**config.mk**
```make
export PLATFORM = sky130hd
export DESIGN_NAME = capacitive_touch_qualifier_core
export DESIGN_NICKNAME = d
export VERILOG_FILES = /design/src/rtl/ctq_pkg.sv /design/src/rtl/capacitive_touch_qualifier_core.sv
export SDC_FILE = /design/constraint.sdc
export NUM_CORES = 1
export LEC_CHECK = 0
export BUFFER_PORTS_ARGS = -buffer_cell sky130_fd_sc_hd__buf_2
export CORE_MARGIN = 2
export CORE_UTILIZATION = 25
export DETAILED_ROUTE_END_ITERATION = 6
export MAX_ROUTING_LAYER = met4
export PLACE_DENSITY = 0.46
export REMOVE_ABC_BUFFERS = 1
export SYNTH_ARGS = -nofsm -noshare
export SYNTH_HDL_FRONTEND = slang
export SYNTH_SLANG_ARGS = --single-unit
```
**constraint.sdc**
```tcl
create_clock -name aclk -period 7.3 [get_ports aclk]
set_input_delay 0.73 -clock aclk [delete_from_list [all_inputs] [get_ports aclk]]
set_output_delay 0.73 -clock aclk [all_outputs]
set_load 0.1 [all_outputs]
```
**src/rtl/ctq_pkg.sv**
```systemverilog
`timescale 1ns / 1ps
// ----------------------------------------------------------------------------
// ctq_pkg
// Shared widths, constants and register indexes for the capacitive touch
// qualifier.
// ----------------------------------------------------------------------------
package ctq_pkg;

    // Default sizing of the channel stores and the vote window.
    localparam int NUM_CHANNELS_DEF = 8;
    localparam int WINDOW_DEF       = 4;

    // Field widths of the streams.
    localparam int CH_W     = 3;
    localparam int RAW_W    = 10;
    localparam int DELTA_W  = 12;
    localparam int THR_W    = 6;
    localparam int S_DATA_W = 16;
    localparam int M_DATA_W = 32;

    // Configuration port.
    localparam int CFG_ADDR_W = 3;
    localparam int CFG_DATA_W = 6;

    typedef enum logic [CFG_ADDR_W-1:0] {
        REG_HEAD_CHANNEL        = 3'd0,
        REG_HEAD_THRESHOLD      = 3'd1,
        REG_SENSITIVE_CHANNEL   = 3'd2,
        REG_SENSITIVE_THRESHOLD = 3'd3,
        REG_DEFAULT_THRESHOLD   = 3'd4
    } cfg_reg_t;

    // Register reset values.
    localparam logic [CH_W-1:0]  HEAD_CHANNEL_RST        = 3'd0;
    localparam logic [THR_W-1:0] HEAD_THRESHOLD_RST      = 6'd6;
    localparam logic [CH_W-1:0]  SENSITIVE_CHANNEL_RST   = 3'd3;
    localparam logic [THR_W-1:0] SENSITIVE_THRESHOLD_RST = 6'd20;
    localparam logic [THR_W-1:0] DEFAULT_THRESHOLD_RST   = 6'd15;

    // Processing constants.
    localparam int SWEEP_W = 10;
    localparam logic [RAW_W-1:0]   SKIP_BELOW      = 10'd2;
    localparam logic [SWEEP_W-1:0] BASELINE_AFTER  = 10'd5;
    localparam logic [RAW_W-1:0]   BASELINE_MARGIN = 10'd3;
    localparam logic [SWEEP_W-1:0] SWEEP_MAX       = 10'd1000;

endpackage

```
**src/rtl/capacitive_touch_qualifier_core.sv**
```systemverilog
`timescale 1ns / 1ps
// ----------------------------------------------------------------------------
// capacitive_touch_qualifier_core
// Per-channel smoothing, baseline capture and majority-vote touch decision.
// ----------------------------------------------------------------------------
// The block takes one sample beat per clock while decisions are taken, and
// returns one decision beat per sample, in order. A sample's entry in the
// state memory is read at the edge that accepts it. The update and write-back
// follow in the update stage, which loads the decision into the output register
// as it lets the beat go; an untaken output stalls it. Throughput is one beat per
// cycle, set by the single read port and single write port of that memory;
// a back-to-back sample on the same channel picks up the fresh entry through
// a forwarding path. The memory holds, per channel, the smoothed value, the
// baseline and the sign bits of the last WINDOW deltas. Per-entry valid bits
// make every entry read as zero after reset, so no clearing pass is needed.
// The sweep counters advance on each beat that carries s_tlast.
// ----------------------------------------------------------------------------
module capacitive_touch_qualifier_core #(
    parameter int NUM_CHANNELS = ctq_pkg::NUM_CHANNELS_DEF,
    parameter int WINDOW       = ctq_pkg::WINDOW_DEF
) (
    input  logic                           aclk,
    input  logic                           aresetn,

    // Sample stream.
    input  logic                           s_tvalid,
    output logic                           s_tready,
    input  logic [ctq_pkg::S_DATA_W-1:0]   s_tdata,  // [2:0] channel, [12:3] raw_sample
    input  logic                           s_tlast,  // end_of_sweep

    // Decision stream.
    output logic                           m_tvalid,
    input  logic                           m_tready,
    // [2:0] out_channel, [3] touched, [4] decided, [14:5] smoothed, [26:15] delta
    output logic [ctq_pkg::M_DATA_W-1:0]   m_tdata,

    // Configuration writes.
    input  logic                           cfg_wr_en,
    input  logic [ctq_pkg::CFG_ADDR_W-1:0] cfg_addr,
    input  logic [ctq_pkg::CFG_DATA_W-1:0] cfg_wdata
);
    import ctq_pkg::*;

    localparam int AW      = (NUM_CHANNELS > 1) ? $clog2(NUM_CHANNELS) : 1;
    localparam int PW      = $clog2(WINDOW);
    localparam int FW      = $clog2(WINDOW + 1);
    localparam int HALF    = WINDOW / 2;
    localparam int WORD_W  = 2 * RAW_W + WINDOW;
    localparam int CHX_W   = 5;
    localparam logic [CHX_W-1:0] NUM_CH_X   = CHX_W'(NUM_CHANNELS);
    localparam logic [PW-1:0]    POS_LAST   = PW'(WINDOW - 1);
    localparam logic [FW-1:0]    FILL_FULL  = FW'(WINDOW);
    localparam logic [FW-1:0]    FILL_DEC   = FW'(WINDOW - 1);

    // Configuration registers.
    logic [CH_W-1:0]  head_ch_reg;
    logic [THR_W-1:0] head_thr_reg;
    logic [CH_W-1:0]  sens_ch_reg;
    logic [THR_W-1:0] sens_thr_reg;
    logic [THR_W-1:0] def_thr_reg;

    // Sweep counters.
    logic [SWEEP_W-1:0] sweep_reg;
    logic [FW-1:0]      fill_reg;
    logic [PW-1:0]      pos_reg;

    // State memory and its valid bits.
    logic [WORD_W-1:0]       mem [NUM_CHANNELS];
    logic [NUM_CHANNELS-1:0] valid_reg;

    // Update stage.
    logic              s1_valid_reg;
    logic [CH_W-1:0]   s1_ch_reg;
    logic [RAW_W-1:0]  s1_raw_reg;
    logic              s1_eos_reg;
    logic              s1_inr_reg;
    logic [AW-1:0]     s1_addr_reg;
    logic [WORD_W-1:0] rd_word_reg;
    logic              rd_valid_reg;
    logic              fwd_hit_reg;
    logic [WORD_W-1:0] fwd_word_reg;

    // Output register.
    logic                m_valid_reg;
    logic [M_DATA_W-1:0] m_data_reg;

    // Input decode.
    logic [CH_W-1:0]  in_ch;
    logic [RAW_W-1:0] in_raw;
    logic [CHX_W-1:0] in_ch_x;
    logic [AW-1:0]    in_addr;
    logic             in_inr;
    logic             s_fire;
    logic             s1_adv;

    assign in_ch   = s_tdata[CH_W-1:0];
    assign in_raw  = s_tdata[CH_W +: RAW_W];
    assign in_ch_x = CHX_W'(in_ch);
    assign in_addr = in_ch_x[AW-1:0];
    assign in_inr  = in_ch_x < NUM_CH_X;

    assign s1_adv   = s1_valid_reg && (!m_valid_reg || m_tready);
    assign s_tready = !s1_valid_reg || s1_adv;
    assign s_fire   = s_tvalid && s_tready;

    // Update logic for the beat in the update stage.
    logic [WORD_W-1:0]  old_word;
    logic [RAW_W-1:0]   old_smooth;
    logic [RAW_W-1:0]   old_base;
    logic [WINDOW-1:0]  old_win;
    logic               take;
    logic [RAW_W:0]     sum_avg;
    logic [RAW_W+1:0]   sum_3;
    logic [RAW_W-1:0]   s_new;
    logic [THR_W-1:0]   thr;
    logic [DELTA_W-1:0] delta;
    logic [WINDOW-1:0]  win_new;
    logic [RAW_W-1:0]   base_new;
    logic [WORD_W-1:0]  wr_word;
    logic               wr_en;
    logic               decided;
    logic               touched;
    logic [RAW_W-1:0]   smooth_out;
    logic [DELTA_W-1:0] delta_out;

    always_comb begin
        if (fwd_hit_reg) begin
            old_word = fwd_word_reg;
        end else if (rd_valid_reg) begin
            old_word = rd_word_reg;
        end else begin
            old_word = '0;
        end
        old_smooth = old_word[RAW_W-1:0];
        old_base   = old_word[2*RAW_W-1:RAW_W];
        old_win    = old_word[WORD_W-1:2*RAW_W];

        take = s1_inr_reg && (s1_raw_reg >= SKIP_BELOW);

        // Smoothing: raw as is in sweep 0, averaged in sweep 1, then 1/4 weight.
        sum_avg = {1'b0, s1_raw_reg} + {1'b0, old_smooth};
        sum_3   = {2'b00, s1_raw_reg} + {2'b00, old_smooth} + {1'b0, old_smooth, 1'b0};
        if (sweep_reg == '0) begin
            s_new = s1_raw_reg;
        end else if (sweep_reg == SWEEP_W'(1)) begin
            s_new = sum_avg[RAW_W:1];
        end else begin
            s_new = sum_3[RAW_W+1:2];
        end

        // Threshold choice; the head channel wins over the sensitive one.
        if (s1_ch_reg == head_ch_reg) begin
            thr = head_thr_reg;
        end else if (s1_ch_reg == sens_ch_reg) begin
            thr = sens_thr_reg;
        end else begin
            thr = def_thr_reg;
        end

        // Delta against the trip level, wrapped to twelve bits.
        delta = DELTA_W'(s1_raw_reg) + DELTA_W'(thr) - DELTA_W'(old_base);

        win_new          = old_win;
        win_new[pos_reg] = delta[DELTA_W-1];

        // Baseline capture once enough sweeps have gone by.
        base_new = old_base;
        if ((sweep_reg > BASELINE_AFTER) && (old_base == '0)) begin
            base_new = (s_new > BASELINE_MARGIN) ? (s_new - BASELINE_MARGIN) : '0;
        end

        wr_word = {win_new, base_new, s_new};
        wr_en   = s1_adv && take;

        // Majority vote over the window.
        decided = fill_reg >= FILL_DEC;
        touched = s1_inr_reg && decided &&
                  ($countones(take ? win_new : old_win) > HALF);

        if (!s1_inr_reg) begin
            smooth_out = '0;
        end else if (take) begin
            smooth_out = s_new;
        end else begin
            smooth_out = old_smooth;
        end
        delta_out = take ? delta : '0;
    end

    // Configuration register writes.
    always_ff @(posedge aclk) begin
        if (!aresetn) begin
            head_ch_reg  <= HEAD_CHANNEL_RST;
            head_thr_reg <= HEAD_THRESHOLD_RST;
            sens_ch_reg  <= SENSITIVE_CHANNEL_RST;
            sens_thr_reg <= SENSITIVE_THRESHOLD_RST;
            def_thr_reg  <= DEFAULT_THRESHOLD_RST;
        end else if (cfg_wr_en) begin
            unique case (cfg_addr)
                REG_HEAD_CHANNEL:        head_ch_reg  <= cfg_wdata[CH_W-1:0];
                REG_HEAD_THRESHOLD:      head_thr_reg <= cfg_wdata;
                REG_SENSITIVE_CHANNEL:   sens_ch_reg  <= cfg_wdata[CH_W-1:0];
                REG_SENSITIVE_THRESHOLD: sens_thr_reg <= cfg_wdata;
                REG_DEFAULT_THRESHOLD:   def_thr_reg  <= cfg_wdata;
                default: ;
            endcase
        end
    end

    // Sweep counters advance after the last beat of a sweep is processed.
    always_ff @(posedge aclk) begin
        if (!aresetn) begin
            sweep_reg <= '0;
            fill_reg  <= '0;
            pos_reg   <= '0;
        end else if (s1_adv && s1_eos_reg) begin
            if (sweep_reg < SWEEP_MAX) begin
                sweep_reg <= sweep_reg + SWEEP_W'(1);
            end
            if (fill_reg < FILL_FULL) begin
                fill_reg <= fill_reg + FW'(1);
            end
            pos_reg <= (pos_reg == POS_LAST) ? '0 : pos_reg + PW'(1);
        end
    end

    // State memory: one read on accept, one write-back from the update stage.
    always_ff @(posedge aclk) begin
        if (wr_en) begin
            mem[s1_addr_reg] <= wr_word;
        end
        if (s_fire && in_inr) begin
            rd_word_reg <= mem[in_addr];
        end
    end

    // Valid bits, read flag and forwarding of a same-channel write-back.
    always_ff @(posedge aclk) begin
        if (!aresetn) begin
            valid_reg    <= '0;
            rd_valid_reg <= 1'b0;
            fwd_hit_reg  <= 1'b0;
        end else begin
            if (wr_en) begin
                valid_reg[s1_addr_reg] <= 1'b1;
            end
            if (s_fire) begin
                rd_valid_reg <= in_inr && valid_reg[in_addr];
                fwd_hit_reg  <= in_inr && wr_en && (s1_addr_reg == in_addr);
            end
        end
    end

    always_ff @(posedge aclk) begin
        if (s_fire) begin
            fwd_word_reg <= wr_word;
        end
    end

    // Update stage occupancy and payload.
    always_ff @(posedge aclk) begin
        if (!aresetn) begin
            s1_valid_reg <= 1'b0;
        end else if (s_fire) begin
            s1_valid_reg <= 1'b1;
        end else if (s1_adv) begin
            s1_valid_reg <= 1'b0;
        end
    end

    always_ff @(posedge aclk) begin
        if (s_fire) begin
            s1_ch_reg   <= in_ch;
            s1_raw_reg  <= in_raw;
            s1_eos_reg  <= s_tlast;
            s1_inr_reg  <= in_inr;
            s1_addr_reg <= in_addr;
        end
    end

    // Output register.
    always_ff @(posedge aclk) begin
        if (!aresetn) begin
            m_valid_reg <= 1'b0;
        end else if (s1_adv) begin
            m_valid_reg <= 1'b1;
        end else if (m_tready) begin
            m_valid_reg <= 1'b0;
        end
    end

    always_ff @(posedge aclk) begin
        if (s1_adv) begin
            m_data_reg <= {5'b0, delta_out, smooth_out, decided, touched, s1_ch_reg};
        end
    end

    assign m_tvalid = m_valid_reg;
    assign m_tdata  = m_data_reg;

endmodule

```
==> results of run 1 <==
==> worst max path at each step <==
stage / start / end / cells after the start
after detailed placement: s1_addr_reg[2]$_DFFE_PP_ / m_tdata[3]$_DFFE_PP_ / 25
after global routing: s1_addr_reg[2]$_DFFE_PP_ / m_tdata[3]$_DFFE_PP_ / 23
after floorplan: fwd_hit_reg$_SDFFE_PN0P_ / m_tdata[3]$_DFFE_PP_ / 20
after global placement: s1_addr_reg[1]$_DFFE_PP_ / m_tdata[3]$_DFFE_PP_ / 24
final: s1_addr_reg[1]$_DFFE_PP_ / m_tdata[3]$_DFFE_PP_ / 24
after CTS: s1_addr_reg[2]$_DFFE_PP_ / m_tdata[3]$_DFFE_PP_ / 25
==> synthesized netlist by cell type (14+ instances only) <==
cell	number
a21oi_1	31
a22oi_1	14
clkbuf_1	29
dfxtp_1	51
edfxtp_1	281
fa_1	19
ha_1	47
inv_1	47
mux2_2	26
mux2i_1	35
mux4_2	50
nand2_1	48
nor2_1	44
nor2b_1	25
o21ai_0	17
xnor2_1	27
xor2_1	14
==> final cells by class <==
cell class / instances / area, sq um / area share
Sequential cell: 332 / 9460 / 0.536
Tap cell: 782 / 978 / 0.0555
Timing Repair Buffer: 77 / 440 / 0.0250
Inverter: 49 / 184 / 0.0104
Clock inverter: 17 / 173 / 0.00979
Multi-Input combinational cell: 575 / 5350 / 0.303
Clock buffer: 52 / 1050 / 0.0595
==> cells by family after synthesis <==
logic type,after synthesis
AOI/OAI and AO/OA,155
xor gates and xnor gates,41
adders and majority gates,66
buffers and inverters,89
DFF,332
muxes,111
other,1
and+or+nand+nor,197
==> critical path, stage by stage, from the launching register on <==
cell and delay (ns):
edfxtp_1 0.58, xor2_1 0.22, nor3_1 0.21, buf_4 0.21
mux2i_1 0.09, a21oi_1 0.24, fa_1 0.51, ha_1 0.31
a21o_1 0.15, a21oi_1 0.22, o21bai_1 0.09, a21oi_1 0.24
o21bai_1 0.10, a21oi_1 0.29, o21a_1 0.22, o31ai_1 0.08
buf_4 0.18, a31o_2 0.26, fa_1 0.53, inv_1 0.04
ha_1 0.20, ha_1 0.27, nand2b_1 0.05, o21ai_0 0.13
nor2_1 0.07
==> per-layer routing <==
metal  GRT usage  wire (microns)  vias to the layer above
li1            -               -                     3965
met1       0.166           17700                     4353
met2       0.191           17000                      161
met3      0.0208            1520                       45
met4      0.0318             645                        0
met5           -               0                        -
==> through the flow <==
step	utilization	worst slack (ns)	hold slack [ns]	std cells	total power [mW]
2_1_floorplan	-	1.61	0.434	956	2.61
3_3_place_gp	0.273	1.51	0.441	1815	2.78
3_5_place_dp	0.273	1.50	0.448	1815	2.78
4_1_cts	0.294	1.51	0.333	1884	4.70
5_1_grt	0.294	1.19	0.341	1884	4.81
6_report	0.294	1.57	0.359	1884	4.63
==> power by group through the flow <==
stage          combinational (mW)  clock (mW)  sequential, mW
2_1_floorplan               0.307           0            2.30
3_3_place_gp                0.566           0            2.21
3_5_place_dp                0.571           0            2.21
4_1_cts                     0.573        1.95            2.17
5_1_grt                     0.620        2.02            2.18
6_report                    0.562        1.89            2.17
==> flow_results.xml, run 1 <==
<?xml version="1.0" encoding="UTF-8"?>
<metrics>
  <group name="clock_tree">
    <metric name="tritoncts_num_sinks" unit="">332</metric>
    <metric name="post_cts_resized" unit="">0</metric>
    <metric name="clock_tree_from_tritoncts" unit="">yes</metric>
    <metric name="ctsLongestPathBuffers" unit="">3</metric>
    <metric name="cts_inserted_buffers" unit="">38</metric>
    <metric name="cts.hold.buffers_added" unit="">0</metric>
    <metric name="clock_tree.htree_level_count" unit="">2</metric>
    <metric name="post_cts_clock_slew_at_the_launch_and_capture_registers_of_the_worst_setup_and_hold_paths" unit="ns">0.06</metric>
    <metric name="later_pin_clock_latency_in_the_skew_report" unit="ns">0.55</metric>
    <metric name="post_cts_buffers" unit="">0</metric>
    <metric name="root_buffer" unit="">clkbuf_16</metric>
  </group>
  <group name="synthesis">
    <metric name="post_synthesis_compound_gate_area_fraction" unit="">0.0746</metric>
    <metric name="cell_types_with_the_largest_area_share_after_synthesis" unit="">edfxtp_1, mux4_2, dfxtp_1</metric>
    <metric name="post_synthesis_sequential_element_count" unit="">332</metric>
    <metric name="synth.yosys.seq_area_share" unit="">0.626</metric>
    <metric name="syn-instance-count" unit="">992</metric>
    <metric name="mappedNetlistArea" unit="sq um">15100</metric>
    <metric name="synth_xor_xnor_area_share" unit="">0.0238</metric>
    <metric name="synth_top_cell_by_area" unit="">edfxtp_1</metric>
    <metric name="synth_edf_count" unit="">281</metric>
    <metric name="ys_dominant_reg_cell" unit="">edfxtp_1</metric>
    <metric name="synth-simple-area-share" unit="">0.0704</metric>
    <metric name="fraction_of_registers_with_async_set_or_reset_after_synthesis" unit="">0</metric>
    <metric name="synth_area_in_adders" unit="">0.0641</metric>
    <metric name="syn_area_per_cell" unit="sq um">15.2</metric>
    <metric name="yosysWarningCount" unit="">0</metric>
    <metric name="synth_cell_type_count" unit="">73</metric>
    <metric name="synth_top_area_share" unit="">0.559</metric>
    <metric name="synth_top_family_by_area" unit="">multiplexers</metric>
    <metric name="synthMuxAreaShare" unit="">0.117</metric>
  </group>
  <group name="timing">
    <metric name="grt_setup_unrepaired" unit="">false</metric>
    <metric name="final.period_utilization" unit="">0.785</metric>
    <metric name="final.setup.tns" unit="ns">0</metric>
    <metric name="timing_worst_slew_pin_value" unit="ns">1.03</metric>
    <metric name="finalMaxSlewViolations" unit="">0</metric>
    <metric name="timing.clock.skew" unit="ns">0.0168</metric>
    <metric name="hold_viol" unit="">0</metric>
    <metric name="fmax" unit="MHz">175</metric>
    <metric name="timing.max_slew.rel_slack" unit="">0.315</metric>
    <metric name="min_period" unit="ns">5.73</metric>
    <metric name="setup_viol" unit="">0</metric>
  </group>
  <group name="setup_path">
    <metric name="reg2reg_from" unit="">s1_addr_reg[1]$_DFFE_PP_</metric>
    <metric name="critPathMaxFanout" unit="">9</metric>
    <metric name="type_of_the_worst_setup_path" unit="">reg2reg</metric>
    <metric name="critPathCaptureType" unit="">register</metric>
    <metric name="critPathLaunchType" unit="">register</metric>
    <metric name="critical_path.reg2reg.endpoint" unit="">m_tdata[3]$_DFFE_PP_</metric>
    <metric name="worst-r2r-cell-count" unit="">24</metric>
    <metric name="reg2reg_setup_slack" unit="ns">1.57</metric>
    <metric name="timing.critical_path.arrival" unit="ns">6.03</metric>
    <metric name="cp_data_required_time" unit="ns">7.60</metric>
  </group>
  <group name="placed_design">
    <metric name="detailed_place.area" unit="sq um">16400</metric>
    <metric name="gp_routability_congestion" unit="">0.855</metric>
    <metric name="buffer_ports.inserted" unit="">56</metric>
    <metric name="hpwlAfterDp" unit="mm">23.5</metric>
  </group>
  <group name="status">
    <metric name="run_status" unit="">finished, final reports clean</metric>
  </group>
  <group name="pwr">
    <metric name="ir_drop" unit="mV">0.122</metric>
    <metric name="cellLeakagePower" unit="nW">6.32</metric>
    <metric name="power_frac_clock" unit="">0.409</metric>
    <metric name="cell_internal_pwr" unit="mW">3.45</metric>
    <metric name="p_sw_frac" unit="">0.256</metric>
    <metric name="p_comb_frac" unit="">0.122</metric>
    <metric name="power.net_switching" unit="mW">1.18</metric>
    <metric name="p_seq_frac" unit="">0.470</metric>
    <metric name="pwr_dens" unit="nW/um^2">262</metric>
  </group>
  <group name="floorplanning">
    <metric name="fp-row-count" unit="">90</metric>
    <metric name="design.die.area" unit="sq um">62400</metric>
    <metric name="core_area" unit="sq um">60000</metric>
    <metric name="start_util" unit="">0.252</metric>
    <metric name="die_height" unit="microns">250</metric>
    <metric name="top_level_ports" unit="">65</metric>
    <metric name="die_w" unit="microns">250</metric>
  </group>
  <group name="global_route">
    <metric name="first_global_vias" unit="">8803</metric>
    <metric name="pin_count_of_the_biggest_net_entering_global_routing" unit="">54</metric>
    <metric name="grt_pass1_wl" unit="mm">56.2</metric>
    <metric name="grt_antenna_before_repair" unit="">2</metric>
    <metric name="globalRouteOverflowTotal" unit="">0</metric>
    <metric name="gr-usage-all-layers" unit="">0.123</metric>
  </group>
  <group name="route">
    <metric name="detail_route.wl_per_cell" unit="microns">19.6</metric>
    <metric name="via_count" unit="">8524</metric>
    <metric name="detail-route-antenna-nets" unit="">0</metric>
    <metric name="drt_iter0_markers" unit="">596</metric>
    <metric name="routed_wl" unit="mm">36.8</metric>
    <metric name="drt_drc_violations_left" unit="">0</metric>
    <metric name="viasPerCell" unit="">4.52</metric>
    <metric name="drt_pre_antenna_iters" unit="">5</metric>
  </group>
  <group name="worst_hold_path">
    <metric name="min_path_cells" unit="">1</metric>
    <metric name="worst_hold_startpoint" unit="">s_tdata[12]</metric>
    <metric name="worst_hold_path.endpoint" unit="">s1_raw_reg[9]$_DFFE_PP_</metric>
    <metric name="min-delay-path-class" unit="">in2reg</metric>
  </group>
  <group name="layout">
    <metric name="largest_register" unit="">mem</metric>
    <metric name="most-common-layout-cells" unit="">edfxtp_1, buf_2, dfxtp_1</metric>
    <metric name="final_common_cell" unit="">edfxtp_1</metric>
    <metric name="final_layout_size_suffix_gt1_frac" unit="">0.216</metric>
    <metric name="flip_flop_count_of_the_largest_register_all_copies_and_words_added" unit="">192</metric>
    <metric name="area_growth_syn_to_layout" unit="%">16.8</metric>
    <metric name="nets" unit="">1170</metric>
    <metric name="fillCellCount" unit="">5983</metric>
    <metric name="layout.cell_area.non_filler" unit="sq um">17600</metric>
    <metric name="antenna_cells_inserted" unit="">0</metric>
  </group>
  <group name="run">
    <metric name="maxCapViolations" unit="">0</metric>
  </group>
</metrics>
No activity file was read; power rests on OpenSTA's default activity.
==> inputs of run 2 (changes only) <==
--- a/config.mk
+++ b/config.mk
@@ -10,7 +10,7 @@
 export CORE_UTILIZATION = 25
 export DETAILED_ROUTE_END_ITERATION = 6
 export MAX_ROUTING_LAYER = met4
-export PLACE_DENSITY = 0.46
+export PLACE_DENSITY = 0.47
 export REMOVE_ABC_BUFFERS = 1
 export SYNTH_ARGS = -nofsm -noshare
 export SYNTH_HDL_FRONTEND = slang
==> constraint.sdc (replaced) <==
create_clock -name aclk -period 4.6 [get_ports aclk]
set_input_delay 0.46 -clock aclk [delete_from_list [all_inputs] [get_ports aclk]]
set_output_delay 0.46 -clock aclk [all_outputs]
set_load 0.1 [all_outputs]
==> flow_results.xml, run 2 (synthesis results as in run 1) <==
<?xml version="1.0" encoding="UTF-8"?>
<metrics>
  <group name="status">
    <metric name="run_status" unit="">finished with violations</metric>
    <metric name="violations_in_the_final_reports" unit="">setup timing</metric>
  </group>
  <group name="global_route">
    <metric name="pin_count_of_the_biggest_net_entering_global_routing" unit="">52</metric>
    <metric name="grt_antenna_before_repair" unit="">2</metric>
    <metric name="first_global_vias" unit="">9160</metric>
    <metric name="globalRouteOverflowTotal" unit="">0</metric>
    <metric name="gr-usage-all-layers" unit="">0.126</metric>
    <metric name="grt_pass1_wl" unit="mm">57.5</metric>
  </group>
  <group name="clock_tree">
    <metric name="ctsLongestPathBuffers" unit="">3</metric>
    <metric name="tritoncts_num_sinks" unit="">332</metric>
    <metric name="root_buffer" unit="">clkbuf_16</metric>
    <metric name="cts_inserted_buffers" unit="">37</metric>
    <metric name="later_pin_clock_latency_in_the_skew_report" unit="ns">0.55</metric>
    <metric name="clock_tree_from_tritoncts" unit="">yes</metric>
    <metric name="post_cts_clock_slew_at_the_launch_and_capture_registers_of_the_worst_setup_and_hold_paths" unit="ns">0.06</metric>
    <metric name="clock_tree.htree_level_count" unit="">2</metric>
  </group>
  <group name="timing">
    <metric name="timing.hold.ws" unit="ns">0.0833</metric>
    <metric name="finalMaxSlewViolations" unit="">0</metric>
    <metric name="min_period" unit="ns">4.85</metric>
    <metric name="grt_setup_unrepaired" unit="">true</metric>
    <metric name="fin_ws" unit="ns">-0.247</metric>
    <metric name="fmax" unit="MHz">206</metric>
    <metric name="final.period_utilization" unit="">1.05</metric>
    <metric name="timing_worst_slew_pin_value" unit="ns">1.03</metric>
    <metric name="timing.clock.skew" unit="ns">0.0252</metric>
    <metric name="setup_viol" unit="">1</metric>
    <metric name="hold_viol" unit="">0</metric>
    <metric name="final.setup.tns" unit="ns">-0.247</metric>
    <metric name="timing.max_slew.rel_slack" unit="">0.304</metric>
  </group>
  <group name="pwr">
    <metric name="power_frac_clock" unit="">0.390</metric>
    <metric name="p_sw_frac" unit="">0.263</metric>
    <metric name="cellLeakagePower" unit="nW">6.77</metric>
    <metric name="p_comb_frac" unit="">0.143</metric>
    <metric name="p_seq_frac" unit="">0.467</metric>
    <metric name="power.net_switching" unit="mW">1.94</metric>
    <metric name="pwr_dens" unit="nW/um^2">397</metric>
    <metric name="cell_internal_pwr" unit="mW">5.44</metric>
    <metric name="total_power" unit="mW">7.38</metric>
    <metric name="ir_drop" unit="mV">0.237</metric>
  </group>
  <group name="route">
    <metric name="highest_layer" unit="">met4</metric>
    <metric name="via_count" unit="">8897</metric>
    <metric name="drt_iter0_markers" unit="">434</metric>
    <metric name="routed_wl" unit="mm">38.5</metric>
    <metric name="drt_drc_violations_left" unit="">0</metric>
    <metric name="drt_pre_antenna_iters" unit="">4</metric>
    <metric name="detail-route-antenna-nets" unit="">0</metric>
    <metric name="viasPerCell" unit="">4.52</metric>
    <metric name="detail_route.wl_per_cell" unit="microns">19.6</metric>
    <metric name="met2WireLength" unit="mm">17.6</metric>
    <metric name="met3_wirelength" unit="mm">1.78</metric>
    <metric name="wirelength_met1" unit="mm">17.9</metric>
  </group>
  <group name="layout">
    <metric name="fin_cells" unit="">1967</metric>
    <metric name="final_common_cell" unit="">edfxtp_1</metric>
    <metric name="largest_register" unit="">mem</metric>
    <metric name="final_layout_size_suffix_gt1_frac" unit="">0.306</metric>
    <metric name="nets" unit="">1253</metric>
    <metric name="most-common-layout-cells" unit="">edfxtp_1, buf_4, buf_2</metric>
    <metric name="flip_flop_count_of_the_largest_register_all_copies_and_words_added" unit="">192</metric>
    <metric name="area_growth_syn_to_layout" unit="%">23.2</metric>
  </group>
  <group name="setup_path">
    <metric name="worst-r2r-cell-count" unit="">23</metric>
    <metric name="critical-path-max-stage-delay" unit="ns">0.53</metric>
    <metric name="path_common_cell" unit="">a21oi_2</metric>
    <metric name="critPathLaunchType" unit="">register</metric>
    <metric name="critPathCaptureType" unit="">register</metric>
    <metric name="timing.critical_path.arrival" unit="ns">5.15</metric>
    <metric name="critPathMaxFanout" unit="">4</metric>
    <metric name="cp_num_cells" unit="">23</metric>
    <metric name="crit_path_cell_trace" unit="">xor2_1, nor3_2, buf_4, mux2i_2, a21oi_2, fa_1, ha_1, a21o_1, a21oi_2, o21bai_1, a21oi_2, o21bai_1, a21oi_2, o21a_1, o31ai_4, a31o_2, fa_1, inv_1, ha_2, ha_4, nand2b_1, o21ai_1, nor2_1</metric>
    <metric name="cp_data_required_time" unit="ns">4.91</metric>
    <metric name="critical_path.slowest_cell" unit="">fa_1</metric>
    <metric name="path_buf_inv" unit="">2</metric>
    <metric name="type_of_the_worst_setup_path" unit="">reg2reg</metric>
    <metric name="dominant_delay_contributor_by_cell_family_on_the_critical_path" unit="">adder cells</metric>
  </group>
  <group name="floorplanning">
    <metric name="start_util" unit="">0.252</metric>
    <metric name="core_area" unit="sq um">60000</metric>
    <metric name="top_level_ports" unit="">65</metric>
    <metric name="die_height" unit="microns">250</metric>
    <metric name="die_w" unit="microns">250</metric>
    <metric name="fp-row-count" unit="">90</metric>
    <metric name="design.die.area" unit="sq um">62400</metric>
  </group>
  <group name="worst_hold_path">
    <metric name="min_path_cells" unit="">1</metric>
    <metric name="min-delay-path-class" unit="">in2reg</metric>
  </group>
  <group name="placed_design">
    <metric name="gp_routability_congestion" unit="">0.816</metric>
    <metric name="hpwlAfterDp" unit="mm">25.5</metric>
    <metric name="post-place-cells" unit="">1876</metric>
    <metric name="buffer_ports.inserted" unit="">56</metric>
  </group>
  <group name="run">
    <metric name="maxCapViolations" unit="">0</metric>
  </group>
</metrics>
[run 2: worst reg2reg max path: stages (launching register included)]
cell and delay [ns]:
edfxtp_1 0.40, xor2_1 0.17, nor3_2 0.18, buf_4 0.16, mux2i_2 0.23, a21oi_2 0.08
fa_1 0.46, ha_1 0.28, a21o_1 0.17, a21oi_2 0.16, o21bai_1 0.11, a21oi_2 0.18
o21bai_1 0.11, a21oi_2 0.17, o21a_1 0.21, o31ai_4 0.09, a31o_2 0.23, fa_1 0.53
inv_1 0.04, ha_2 0.20, ha_4 0.26, nand2b_1 0.05, o21ai_1 0.11, nor2_1 0.04
[run 2: worst paths after layout]
check                            startpoint                         to  slack, ns
setup / recovery   s1_addr_reg[1]$_DFFE_PP_       m_tdata[3]$_DFFE_PP_      -0.25
hold / removal                   s_tdata[4]    s1_raw_reg[1]$_DFFE_PP_       0.08
setup reg to reg   s1_addr_reg[1]$_DFFE_PP_       m_tdata[3]$_DFFE_PP_      -0.25
hold reg to reg   valid_reg[6]$_SDFFE_PN0P_  valid_reg[6]$_SDFFE_PN0P_       0.46
[run 2: per-stage QoR]
step	util	area [sq um]	setup WS (ns)
3_3_place_gp	0.282	16900	-0.505
4_1_cts	0.303	18200	-0.265
2_1_floorplan	-	14900	-1.09
6_report	0.310	18600	-0.247
5_1_grt	0.310	18600	-0.542
3_5_place_dp	0.282	16900	-0.569
[run 2: layout make-up]
class                      count  area, sq um
fill                        5935        41400
sequential                   332         9460
multi-input combinational    575         5600
timing repair buffer         161         1200
clock buffer                  50         1040
tap                          782          978
inverter                      49          186
clock inverter                17          135
antenna                        1         2.50
[run 2: power by group through the flow]
stage               combinational, mW  clock [mW]  sequential (mW)
floorplan                       0.488           0             3.65
global placement                0.991           0             3.51
detailed placement              0.996           0             3.51
CTS                              1.02        2.97             3.44
global route                     1.15        3.07             3.45
finish                           1.06        2.88             3.44
[run 2: layer usage]
| layer | global-route usage | up-vias |
|---|---|---|
| met1 | 0.166 | 4507 |
| met4 | 0.0420 | 0 |
| met2 | 0.195 | 198 |
| li1 | - | 4125 |
| met5 | - | - |
| met3 | 0.0241 | 67 |
[run 2: what timing repair did]
action,in CTS,in global routing
setup buffers,4,13
endpoints found under the setup margin,83,127
pin swaps,14,26
cloned,0,6
gates resized for setup,14,63
hold buffers,0,0
hold endpoints to repair,0,0
